<file path="src/rtl/nto_pkg.sv">
package nto_pkg;

   // operation codes
   localparam logic OpBuild    = 1'b0;
   localparam logic OpResponse = 1'b1;

   localparam logic [29:0] NsPerSec   = 30'd1000000000;
   localparam logic [31:0] EpochShift = 32'd2208988800;

   // floor((2^64 - 1) / 1e9): quotient estimate is exact or one low
   localparam logic [34:0] RecipSec  = 35'(64'hFFFF_FFFF_FFFF_FFFF / 64'd1000000000);
   // floor(2^62 / 1e9): fraction estimate is exact or one low
   localparam logic [32:0] RecipFrac = 33'((64'd1 << 62) / 64'd1000000000);

   // register stages from the input register to the converter/offset outputs
   localparam int ConvLatency = 7;

endpackage

</file>
<file path="src/rtl/nto_offset.sv">
module nto_offset (
   input  logic        clock,
   input  logic        enable,
   input  logic [63:0] origin,
   input  logic [63:0] peer_receive,
   input  logic [63:0] peer_transmit,
   input  logic [63:0] local_ns,
   output logic [63:0] offset
);

   logic [61:0] osec_prod;
   logic [63:0] oint_in, oint_ff;
   logic [61:0] ofrac_prod;
   logic [29:0] ofrac_in, ofrac_ff;
   logic [63:0] a_in, a1_ff, a2_ff;
   logic [63:0] t0_in, t0_ff;
   logic [63:0] sum_in, sum_ff;
   logic [63:0] hsum, half_in;
   logic [63:0] pad_ff [0:3];

   // stage 1: origin seconds back to the 1970 epoch; wraps for origins before 1970
   assign osec_prod  = {30'd0, origin[63:32]} * {32'd0, nto_pkg::NsPerSec};
   assign oint_in    = {2'd0, osec_prod} -
                       ({32'd0, nto_pkg::EpochShift} * {34'd0, nto_pkg::NsPerSec});
   assign ofrac_prod = {30'd0, origin[31:0]} * {32'd0, nto_pkg::NsPerSec};
   assign ofrac_in   = ofrac_prod[61:32];
   assign a_in       = peer_receive + peer_transmit - local_ns;

   // stage 2: t0
   assign t0_in = oint_ff + {34'd0, ofrac_ff};

   // stage 3: (t1 - t0) + (t2 - t3)
   assign sum_in = a2_ff - t0_ff;

   // stage 4: halve toward zero, add one first when negative
   assign hsum    = sum_ff + {63'd0, sum_ff[63]};
   assign half_in = {hsum[63], hsum[63:1]};

   // delay to line up with the converter output
   assign offset = pad_ff[3];

   always_ff @(posedge clock) begin
      if (enable) begin
         oint_ff   <= oint_in;
         ofrac_ff  <= ofrac_in;
         a1_ff     <= a_in;
         t0_ff     <= t0_in;
         a2_ff     <= a1_ff;
         sum_ff    <= sum_in;
         pad_ff[0] <= half_in;
         pad_ff[1] <= pad_ff[0];
         pad_ff[2] <= pad_ff[1];
         pad_ff[3] <= pad_ff[2];
      end
   end

endmodule

</file>
<file path="config.mk">
export PLATFORM = sky130hd
export DESIGN_NAME = nto_offset
export DESIGN_NICKNAME = d
export VERILOG_FILES = /design/src/rtl/nto_pkg.sv /design/src/rtl/nto_offset.sv
export SDC_FILE = /design/constraint.sdc
export NUM_CORES = 2
export LEC_CHECK = 0
export BUFFER_PORTS_ARGS = -buffer_cell sky130_fd_sc_hd__buf_2
export CORE_MARGIN = 2
export CORE_UTILIZATION = 50
export DETAILED_ROUTE_END_ITERATION = 10
export GPL_TIMING_DRIVEN = 0
export PLACE_DENSITY = 0.68
export SYNTH_ARGS = -nofsm -noshare
export SYNTH_HDL_FRONTEND = slang
export SYNTH_SLANG_ARGS = --single-unit
</file>
<file path="constraint.sdc">
create_clock -name clock -period 14.9 [get_ports clock]
set_clock_uncertainty 0.2 [all_clocks]
set_input_delay 2.235 -clock clock [delete_from_list [all_inputs] [get_ports clock]]
set_output_delay 2.235 -clock clock [all_outputs]
set_load 0.05 [all_outputs]
</file>
Word-level counts from Yosys, hierarchy flattened:

Memory sizes are Yosys's and may differ from the RTL's.
Index checks and enable logic that the tools add are counted.

* $add $sub $neg: 6
* multiply operators: 2
* multiplexer cells: 2

Operator list (count)
* $sub A64 B64 Y64: 2
* $mul A32 B21 Y53 const B: 2
* $add A64 B1 Y64: 1
* $add A64 B30 Y64: 1
* $add A64 B64 Y64: 1
* $sub A62 B61 Y63 const B: 1
* $mux W1: 2

* bits in registers: 350
* memories: 1
* bits of input ports: 258
* bits in writable memories: 256

Memories
* pad_ff: depth 4, bits a word 64, read ports 4, clocked after memory_dff 0, wr ports 4, line nto_offset.sv:19 `logic [63:0] pad_ff [0:3];`

Longest topological paths before layout:

* word-level depth: 2
* gate-level depth with buffers: 27
* depth with buffers taken out: 26

Worst setup path before layout:

OpenSTA, ideal clock, no wires.

* path type: input to register
* start: input origin[35]
* end: register oint_ff[58] (data pin)
* setup slack: 5485 ps
* data arrival time: 8956 ps
* setup time: 259 ps
* buffers on the path: 1
* stages on the path: 25
* cells stage by stage: inv_1 fa_1 fa_1 fa_1 fa_1 fa_1 inv_1 fa_1 inv_1 fa_1 inv_1 ha_1 buf_2 a21oi_1 o21a_1 nand2b_1 o21ai_0 nor3_1 or4_4 a211oi_4 o21ai_2 a211o_1 a41o_1 nor2b_4 xnor2_2

* word-level cells in the longest chain between the ends: 2

Ends and longest elaborated chain
* from (decl): line nto_offset.sv:4 `input logic [63:0] origin,`
* $mul A32 B21 Y53: line nto_offset.sv:22 `assign osec_prod = {30'd0, origin[63:32]} * {32'd0, nto_pkg::NsPerSec};`
* $sub A62 B61 Y63: line nto_offset.sv:23 `assign oint_in = {2'd0, osec_prod} -`
* via oint_in[58]: line nto_offset.sv:12 `logic [63:0] oint_in, oint_ff;`
* to (signal assigned): line nto_offset.sv:44 `oint_ff <= oint_in;`
* to (decl): line nto_offset.sv:12

The timed path passes the listed nets, and every way through them passes these cells.
A chain may end at the register's enable or synchronous reset.

Worst setup path in the final report:

* start: input origin[36]
* end: register oint_ff[59] (data pin)

Same word-level chain as after synthesis.

==> impl_results.md <==
* Status: finished, final reports clean
* Peak fanout along the critical path at 7
* Final setup violation count at 0
* CP startpoint kind: input port
* Clk_lat worst skew at 0.67 ns
* CP most frequent cell: fa_1
* Fin nets at 7,195
* Fin crit period at 9.91 ns
* Global Route Usage Sum at 0.219
* Crit Path Class: in -> reg
* CTS tree: yes
* Commonest non-fill, non-tap cell in the layout: inv_1
* Initial Util at 0.505
* Most frequent cells in the layout: 1,291 x inv_1, 688 x fa_1, 678 x ha_1
* Hold-fix buffer count after cts at 0
* Root buffer cell: clkbuf_16
* Worst EP required at around 15 ns
* Clock H-tree levels at 2
* Grt ovf at 0
* Critical-path top delay cell: fa_1
* Port bufs at 321
* #FFs+latches synth at around 600
* Fin Setup TNS at 0 ns
* Fmax at 101 MHz
* Routed vias at 36,700
* Die height at approximately 340 um
* Tightest Pin Transition at 1.10 ns
* Pre-CTS setup slack at 4.42 ns
* R2R setup slack at 9.42 ns
* Post-DRT Antenna Nets at 0
* Final Hold Fails at 0
* Initial DRT Pass Iterations at 6
* Die width at 341 um
* Area grow syn2layout at 9.75%
* Bufs and invs on worst path at 6
* Final Cycle Share at 0.665
* Top_reg_cell synth: edfxtp_1
* Syn Nets at a little under 7,000
* Initial DRC count at 2,074
* Final WL at 125,000 um
* Mapped cell area at between 50,000 and 60,000 um2
* Post-CTS setup buffers at 0
* RSZ-0062 raised after global routing: no
* Post-DP HPWL at 107,000 um
* Crit path capture type: flop
* Initial antenna violation count at 6
* Crit-path max cell delay at 0.58 ns
* Average wire per standard cell at 17.5 um
* Vias in the first global route at around 39,000
* Max-slew headroom at 0.259
* First-pass GRT wire length at 201,000 um
* FFs w/ async S/R, synth at 0
* Mapped Avg Cell Area at 11.0 um2
* Num Clock Sinks at 592
* CTS resizes at 0
* Ports at 322
* Global placer's final weighted congestion at 0.929
* Number of synthesized flops with an enable pin at 592
* Setup WS post-layout at 4.99 ns
* Count of pins over their slew limit at 0
* Die area at 117,000 um2
* Placement Rows at between 100 and 150
* Core ar. at 113,000 um2
* Post-synthesis cell type count at 90
* Register area share after synthesis at 0.312
* Clock Pin Slew Worst Setup and Hold Paths at around 0.060 ns
* HP Class: reg -> reg
* Ratio of cells with drive above 1 in the final layout at 0.0847
* CTS max path bufs at 3
* Vias per inst at ~5.1
* Yosys warns at 0
* Max-cap check violation count at 0
* Total CTS buffers at 59
* DRC viols at 0
* Worst path top cell family by delay: adder cells
* Largest net degree at the start of global routing at roughly 130
* Post-Syn Instances at between 5,000 and 6,000
* Worst Path Arrival at 10.07 ns
-- cells by family after synthesis --
group	after synthesis	synth area share
xor+xnor	343	0.0529
simple gates	768	0.0662
flops	592	0.312
mux	7	0.00128
buf+inv	1366	0.0905
fa+ha+maj	1366	0.391
compound gates	741	0.0858
-- synth_stat cells, types with 7 or more instances --
library cell     n  area share
and3_1          51      0.0056
nor2_1         197       0.013
and4_1          15      0.0023
a31oi_1         30      0.0033
edfxtp_1       592        0.31
o21a_1          29      0.0038
a21boi_0        13      0.0017
or3_1            7     0.00077
a21oi_1        221       0.019
a21o_1         130       0.017
nand4_1         50      0.0055
nand2b_1        29      0.0032
or2_2           10      0.0011
xnor2_1        222       0.034
nor3_1          51      0.0045
nand3_1         83      0.0073
o21ai_0        127       0.011
fa_1           688        0.24
o21ai_1         11     0.00097
inv_1         1291       0.085
nor2b_1         34      0.0037
a31o_2           9      0.0014
o211ai_1        17      0.0022
nand2_1        193       0.013
a41oi_1         13      0.0020
and2_1          13      0.0014
buf_2            7     0.00062
ha_1           678        0.15
xor2_1         120       0.018
nor4_1           7     0.00077
o31ai_1         10      0.0013
o21bai_1        25      0.0033
a211oi_1        19      0.0025
clkbuf_1        63      0.0042
-- per-stage QoR --
stage,hold WS (ns),instances,utilization,cell area (um2)
4_1_cts,0.186,7120,0.554,62500
5_1_grt,0.180,7123,0.554,62500
3_3_place_gp,0.201,7004,0.536,60400
2_1_floorplan,0.200,5183,-,56900
6_report,0.185,7125,0.554,62500
3_5_place_dp,0.205,7010,0.538,60600
-- sequential cells by signal, summed over array words and instances (netlist names) --
name,count
pad_ff,252
a1_ff,64
a2_ff,64
sum_ff,64
t0_ff,64
oint_ff,54
ofrac_ff,30
-- routing by layer --
| metal | part of all wire | track usage | vias to the layer above |
|---|---|---|---|
| met5 | 0 | 0 | - |
| met4 | 0.027 | 0.0587 | 0 |
| met3 | 0.037 | 0.0221 | 176 |
| met2 | 0.51 | 0.393 | 756 |
| met1 | 0.43 | 0.282 | 18000 |
| li1 | - | - | 17800 |
-- worst paths after layout --
kind,start,cells after the start,endpoint
min reg2reg,pad_ff[0][46],0,pad_ff[1][46]
max reg2reg,t0_ff[1],14,sum_ff[63]
min,pad_ff[0][46],0,pad_ff[1][46]
max,origin[36],26,oint_ff[59]
-- area by class of cell --
class                   count  area, um2
flip-flops and latches    592      17800
clock inverters            42        378
inverters                1291       4850
diodes                      5       12.5
clock buffers              68       1510
plain buffers              75        303
fillers                  9817      50200
repair buffers            327       1760
well taps                1500       1880
multi-input cells        3225      34000
Power is left out: the tool's default activity adds up to more than one toggle a clock period on the data nets, which glitch-free logic cannot reach.
