**src/rtl/nto_pkg.sv**
```systemverilog
package nto_pkg;

   // operation codes
   localparam logic OpBuild    = 1'b0;
   localparam logic OpResponse = 1'b1;

   localparam logic [29:0] NsPerSec   = 30'd1000000000;
   localparam logic [31:0] EpochShift = 32'd2208988800;

   // floor((2^64 - 1) / 1e9): quotient estimate is exact or one low
   localparam logic [34:0] RecipSec  = 35'(64'hFFFF_FFFF_FFFF_FFFF / 64'd1000000000);
   // floor(2^62 / 1e9): fraction estimate is exact or one low
   localparam logic [32:0] RecipFrac = 33'((64'd1 << 62) / 64'd1000000000);

   // register stages from the input register to the converter/offset outputs
   localparam int ConvLatency = 7;

endpackage

```
**src/rtl/nto_ns_to_ntp.sv**
```systemverilog
module nto_ns_to_ntp (
   input  logic        clock,
   input  logic        enable,
   input  logic [63:0] ns,
   output logic [63:0] ntp
);

   logic [63:0] pll_in, pll_ff, phl_in, phl_ff;
   logic [34:0] plh_in, plh_ff, phh_in, phh_ff;
   logic [31:0] nlo1_ff, nlo2_ff, nlo3_ff;
   logic [64:0] mid_in, mid_ff;
   logic [63:0] pll2_ff;
   logic [34:0] phh2_ff;
   logic [99:0] total;
   logic [31:0] qa_in, qa3_ff, qa4_ff;
   logic [61:0] qd_prod;
   logic [31:0] rem4_in, rem4_ff;
   logic        over5;
   logic [31:0] rsub;
   logic [31:0] secs5_in, secs5_ff, secs6_ff, secs7_ff;
   logic [29:0] r5_in, r5_ff;
   logic [62:0] fp;
   logic [31:0] fa6_in, fa6_ff, fa7_ff;
   logic [61:0] fd_prod;
   logic [31:0] rem7_in, rem7_ff;
   logic [31:0] frac;

   // stage 1: partial products of ns * reciprocal
   assign pll_in = {32'd0, ns[31:0]} * {32'd0, nto_pkg::RecipSec[31:0]};
   assign phl_in = {32'd0, ns[63:32]} * {32'd0, nto_pkg::RecipSec[31:0]};
   assign plh_in = {3'd0, ns[31:0]} * {32'd0, nto_pkg::RecipSec[34:32]};
   assign phh_in = {3'd0, ns[63:32]} * {32'd0, nto_pkg::RecipSec[34:32]};

   // stage 2: cross terms
   assign mid_in = {30'd0, plh_ff} + {1'b0, phl_ff};

   // stage 3: quotient estimate, low 32 bits are all the seconds need
   assign total = {36'd0, pll2_ff} + {3'd0, mid_ff, 32'd0} + {1'b0, phh2_ff, 64'd0};
   assign qa_in = total[95:64];

   // stage 4: remainder mod 2^32 (exact, it stays below 2e9)
   assign qd_prod = {30'd0, qa3_ff} * {32'd0, nto_pkg::NsPerSec};
   assign rem4_in = nlo3_ff - qd_prod[31:0];

   // stage 5: correct the estimate, rebase seconds to 1900
   assign over5    = rem4_ff >= {2'd0, nto_pkg::NsPerSec};
   assign secs5_in = qa4_ff + nto_pkg::EpochShift + {31'd0, over5};
   assign rsub     = over5 ? rem4_ff - {2'd0, nto_pkg::NsPerSec} : rem4_ff;
   assign r5_in    = rsub[29:0];

   // stage 6: fraction estimate (r << 32) / 1e9
   assign fp     = {33'd0, r5_ff} * {30'd0, nto_pkg::RecipFrac};
   assign fa6_in = fp[61:30];

   // stage 7: fraction remainder, low word of (r << 32) is zero
   assign fd_prod = {30'd0, fa6_ff} * {32'd0, nto_pkg::NsPerSec};
   assign rem7_in = 32'd0 - fd_prod[31:0];

   assign frac = (rem7_ff >= {2'd0, nto_pkg::NsPerSec}) ? fa7_ff + 32'd1 : fa7_ff;
   assign ntp  = {secs7_ff, frac};

   always_ff @(posedge clock) begin
      if (enable) begin
         pll_ff   <= pll_in;
         phl_ff   <= phl_in;
         plh_ff   <= plh_in;
         phh_ff   <= phh_in;
         nlo1_ff  <= ns[31:0];
         mid_ff   <= mid_in;
         pll2_ff  <= pll_ff;
         phh2_ff  <= phh_ff;
         nlo2_ff  <= nlo1_ff;
         qa3_ff   <= qa_in;
         nlo3_ff  <= nlo2_ff;
         rem4_ff  <= rem4_in;
         qa4_ff   <= qa3_ff;
         secs5_ff <= secs5_in;
         r5_ff    <= r5_in;
         fa6_ff   <= fa6_in;
         secs6_ff <= secs5_ff;
         rem7_ff  <= rem7_in;
         fa7_ff   <= fa6_ff;
         secs7_ff <= secs6_ff;
      end
   end

endmodule

```
**config.mk**
```make
export PLATFORM = sky130hd
export DESIGN_NAME = nto_ns_to_ntp
export DESIGN_NICKNAME = d
export VERILOG_FILES = /design/src/rtl/nto_pkg.sv /design/src/rtl/nto_ns_to_ntp.sv
export SDC_FILE = /design/constraint.sdc
export NUM_CORES = 2
export LEC_CHECK = 0
export BUFFER_PORTS_ARGS = -buffer_cell sky130_fd_sc_hd__buf_2
export CORE_ASPECT_RATIO = 0.8
export CORE_UTILIZATION = 40
export CTS_CLUSTER_SIZE = 40
export DETAILED_ROUTE_END_ITERATION = 16
export GPL_TIMING_DRIVEN = 0
export PLACE_DENSITY = 0.57
export RECOVER_POWER = 25
export SYNTH_ARGS = -nofsm -noshare
export SYNTH_HDL_FRONTEND = slang
export SYNTH_SLANG_ARGS = --single-unit
```
**constraint.sdc**
```tcl
create_clock -name clock -period 10 [get_ports clock]
set_input_delay 0.5 -clock clock [delete_from_list [all_inputs] [get_ports clock]]
set_output_delay 0.5 -clock clock [all_outputs]
set_load 0.05 [all_outputs]
```
# Yosys cells after proc, flatten, opt, wreduce, memory -nomap -nowiden
# Index checks and enable logic that the tools add are counted.
[totals]
regBits = 727
word_cells = 37
output_inout_bits = 64
input_bits = 66
[op_classes]
n_lt_le_gt_ge = 2
addsub = 9
n_mul = 5
muxes = 2
[op_table]
columns = ["operator", "n"]
rows = [
  ["$mul A32 B31 Y63 const B", 2],
  ["$add A63 B96 Y96", 1],
  ["$add A96 B96 Y96", 1],
  ["$add A34 B63 Y64", 1],
  ["$ge A32 B30 Y1 const B", 2],
  ["$mul A32 B21 Y23 const B", 2],
  ["$mul A30 B32 Y61 const B", 1],
  ["$add A32 B1 Y32", 1],
  ["$add A32 B1 Y32 const B", 1],
  ["$add A32 B32 Y32 const B", 1],
  ["$mux W32", 1],
  ["$sub A1 B32 Y32 const A", 1],
  ["$sub A32 B32 Y32", 1],
  ["$mux W30", 1],
  ["$sub A30 B30 Y30 const B", 1],
]

# Logic depth before layout (Yosys ltp)
[logic_depth]
ltp_word = 2
ltp_mapped = 29
depth_no_buf = 29

# Least setup slack after synthesis
# OpenSTA, ideal clock, no wires.
[synth_path]
path_kind = "input port to flip-flop"
start = "input ns[12]"
end = "register pll_ff[60], data pin"
n_path_buf = 0
stages = 27
setup_ps = 262
arrival_time_ps = 7312
path_slack_ps = 2426
t_required_ps = 9738
path_cell_list = "inv_1 fa_1 inv_1 ha_1 inv_1 fa_1 fa_1 inv_1 fa_1 fa_1 fa_1 inv_1 fa_1 inv_1 ha_1 and3_1 and2_1 a211o_1 o31ai_1 a21oi_1 a2111oi_2 o21bai_1 a211o_1 a41o_1 a31oi_2 o21bai_1 xor2_1"
[synth_between]
elab_chain_len = 1
[synth_lines]
columns = ["item", "line", "text"]
rows = [
  ["start: declaration", "nto_ns_to_ntp.sv:4", "input logic [63:0] ns,"],
  ["$mul A32 B31 Y63", "nto_ns_to_ntp.sv:29", "assign pll_in = {32'd0, ns[31:0]} * {32'd0, nto_pkg::RecipSec[31:0]};"],
  ["named net pll_in[60]", "nto_ns_to_ntp.sv:8", "logic [63:0] pll_in, pll_ff, phl_in, phl_ff;"],
  ["end signal: assignment", "nto_ns_to_ntp.sv:64", "pll_ff <= pll_in;"],
  ["end: declaration", "nto_ns_to_ntp.sv:8", ""],
]
# The timed path passes the listed nets, and every way through them passes these cells.
# A chain may end at the register's enable or synchronous reset.

# Worst setup path in the final report
[layout_path]
start = "input ns[14]"
end = "register pll_ff[60], data pin"
# Same word-level chain as after synthesis.

==> metrics <==
CTS Buffer Depth 3; most frequent CP cell fa_1; Seq cells post-synth about 650; first-pass GRT wire length roughly 280000 um; hold buffers post-CTS 0; initial drt markers approximately 2500; H-tree depth 3; Critical Path Max Stage Delay about 1.0 ns; Core Util, Final 43.5%; Arr. time, crit path ~9.5 ns; Req. time, crit path 10.41 ns; via count roughly 47000; max frequency roughly 0.11 GHz; Largest Register mid_ff; worst hold stages 0; Synth Instances 6940; number of global-route vias before repair between 50000 and 60000; initial antenna violation count 6; post-CTS sizing 0; Via-to-Cell Ratio between 4 and 5; die width approximately 500 um; Ports 130; synthesized net count 9576; placed wire-length estimate ~140000 um; critical path class primary input to register; Slew Limit Headroom -59.5%; DRT antenna net count 0; max-slew violations slightly below 80; Yosys cell types between 90 and 100; final WL approximately 170000 um; Reg clk slew, reported paths about 0.060 ns; failing checks capacitance limit, slew limit; Area Overhead vs Synth 7.93%; crit start category primary input; Async S/R FF share, synth 0%; Final nets about 9800; worst-path fanout max 11; GPL Wtd Cong 0.888; Port Buffers roughly 130; row cnt around 150; CTS Sinks 648; sequential fraction of the synthesis area 24.8%; Final Critical Period about 9.1 ns; DRT Pass-1 Iters 5; post-route clock period utilization around 90%; CTS Buf Count 71; Ant. Diodes 0; Avg WL per Cell around 18 um; Placed Instances just under 10000; Post-Syn Area about 79000 sq um; Clock Skew a little over 0.04 ns; setup bufs post-CTS 0; Hold Path Class register to register; EDFF count, synth between 600 and 700; max reg flops 64; Critical Path Sink Type register; die area around 200000 sq um; number of max-cap violations 4; initial core utilization approximately 40%; root buffer cell clkbuf_16; Clk Latency, worst-skew pair around 0.65 ns; Die Span Y about 400 um; gr ovfl total 0; synth warn 0; worst r2r path cells 25; non-filler instance count after layout 9774; pin count of the biggest net entering global routing between 100 and 150; dominant synthesized flop cell edfxtp_1; biggest regs mid_ff: 64 flops, phl_ff: 60 flops; synthesized area per cell about 11 sq um; worst slew pin tran 2.39 ns; Residual DRC 0; GRT Overall Usage between 10% and 20%; final setup fails 0; CORE AREA approximately 200000 sq um; final hold viol count 0; Max stage delay cell, worst path clkbuf_1; fraction of layout cells with a size suffix above 1 under 10%; CTS tree done; RSZ-0062 raised after global routing false; status finished with violations
stage by stage:
stage / hold WS, ns / area [sq um] / setup slack (ns) / TNS (ns)
after floorplan: 0.400 / 78600 / 2.43 / 0
after global placement: 0.401 / 82500 / -1.57 / -936.70
after detailed placement: 0.405 / 82600 / 0.827 / 0
after CTS: 0.206 / 84900 / 1.05 / 0
after global routing: 0.406 / 84800 / 0.545 / 0
final: 0.398 / 84800 / 0.884 / 0
routing by layer:
| layer | global-route usage, % | part of all wire (%) |
|---|---|---|
| met2 | 28.4 | 44 |
| met1 | 27.2 | 50 |
| met3 | 2.25 | 4.5 |
| met5 | 0 | 0 |
| met4 | 3.07 | 1.4 |
final timing paths:
path,from,to,slack (ns)
min,secs6_ff[10],secs7_ff[10],0.40
max,ns[14],pll_ff[60],0.88
min reg2reg,secs6_ff[10],secs7_ff[10],0.40
max reg2reg,r5_ff[11],fa6_ff[27],1.04
placed cells by master (no fill, tap or decap), types with 8 or more instances in the layout:
master / synthesis / layout
nand2_1: 133 / 133
fa_1: 1105 / 1105
and4_1: 14 / 14
a31oi_1: 15 / 15
a21oi_1: 186 / 186
o21bai_1: 17 / 17
a21boi_0: 11 / 11
buf_2: 2 / 68
o21ai_1: 9 / 9
nand3_1: 68 / 68
o21a_1: 49 / 49
inv_1: 1988 / 1988
nand2b_1: 34 / 34
clkinv_1: 0 / 18
edfxtp_1: 648 / 648
nor2b_1: 37 / 37
clkbuf_16: 0 / 71
clkbuf_1: 7 / 81
a21o_1: 114 / 114
nor2_1: 178 / 178
nor3_1: 57 / 57
or2_2: 13 / 13
clkinv_2: 0 / 8
o21ai_0: 109 / 109
xor2_1: 113 / 113
nand4_1: 46 / 46
a211oi_1: 32 / 32
and2_1: 24 / 24
and3_1: 35 / 35
ha_1: 1465 / 1465
xnor2_1: 271 / 271
o211ai_1: 14 / 14
synth_stat cells, types with 9 or more instances:
master | instances | area share [%]
a211oi_1 | 32 | 0.31
nand4_1 | 46 | 0.37
ha_1 | 1465 | 23
nand3_1 | 68 | 0.43
nor2b_1 | 37 | 0.29
nand2b_1 | 34 | 0.27
nor2_1 | 178 | 0.85
a21o_1 | 114 | 1.1
a21boi_0 | 11 | 0.11
fa_1 | 1105 | 28
a21oi_1 | 186 | 1.2
nor3_1 | 57 | 0.36
xnor2_1 | 271 | 3.0
and3_1 | 35 | 0.28
a31oi_1 | 15 | 0.12
inv_1 | 1988 | 9.5
o21bai_1 | 17 | 0.16
and4_1 | 14 | 0.16
o21ai_0 | 109 | 0.69
xor2_1 | 113 | 1.3
o211ai_1 | 14 | 0.13
o21ai_1 | 9 | 0.057
edfxtp_1 | 648 | 25
and2_1 | 24 | 0.19
or2_2 | 13 | 0.10
o21a_1 | 49 | 0.47
nand2_1 | 133 | 0.64
worst max-delay path, delay by kind of cell:
family	cells	cell delay, ns
buffers and inverters	7	1.65
XOR/XNOR	1	0.14
adder cells (fa/ha/maj)	9	4.25
AND/OR/NAND/NOR	2	0.39
AO/OA/AOI/OAI	9	2.56
cell families (layout without fill, tap and decap cells):
logic type	Yosys count	count (layout)	synth area share, %
buf+inv	1999	2261	9.55
xor+xnor	384	384	4.28
mux	2	2	0.0271
compound gates	652	652	5.55
flops	648	648	24.8
fa+ha+maj	2570	2570	51.5
simple gates	685	685	4.38
cell type report:
class                      count  area (sq um)
buffer                        10          40.0
clock buffer                  82          1820
clock inverter                46           497
fill                       18300        110000
inverter                    1989          7470
multi-input combinational   4293         51600
sequential                   648         19500
tap                         2572          3220
timing repair buffer         134           704
Power is not shown: default switching activity piles up to over one toggle a cycle in this logic, so the estimate is an artifact.
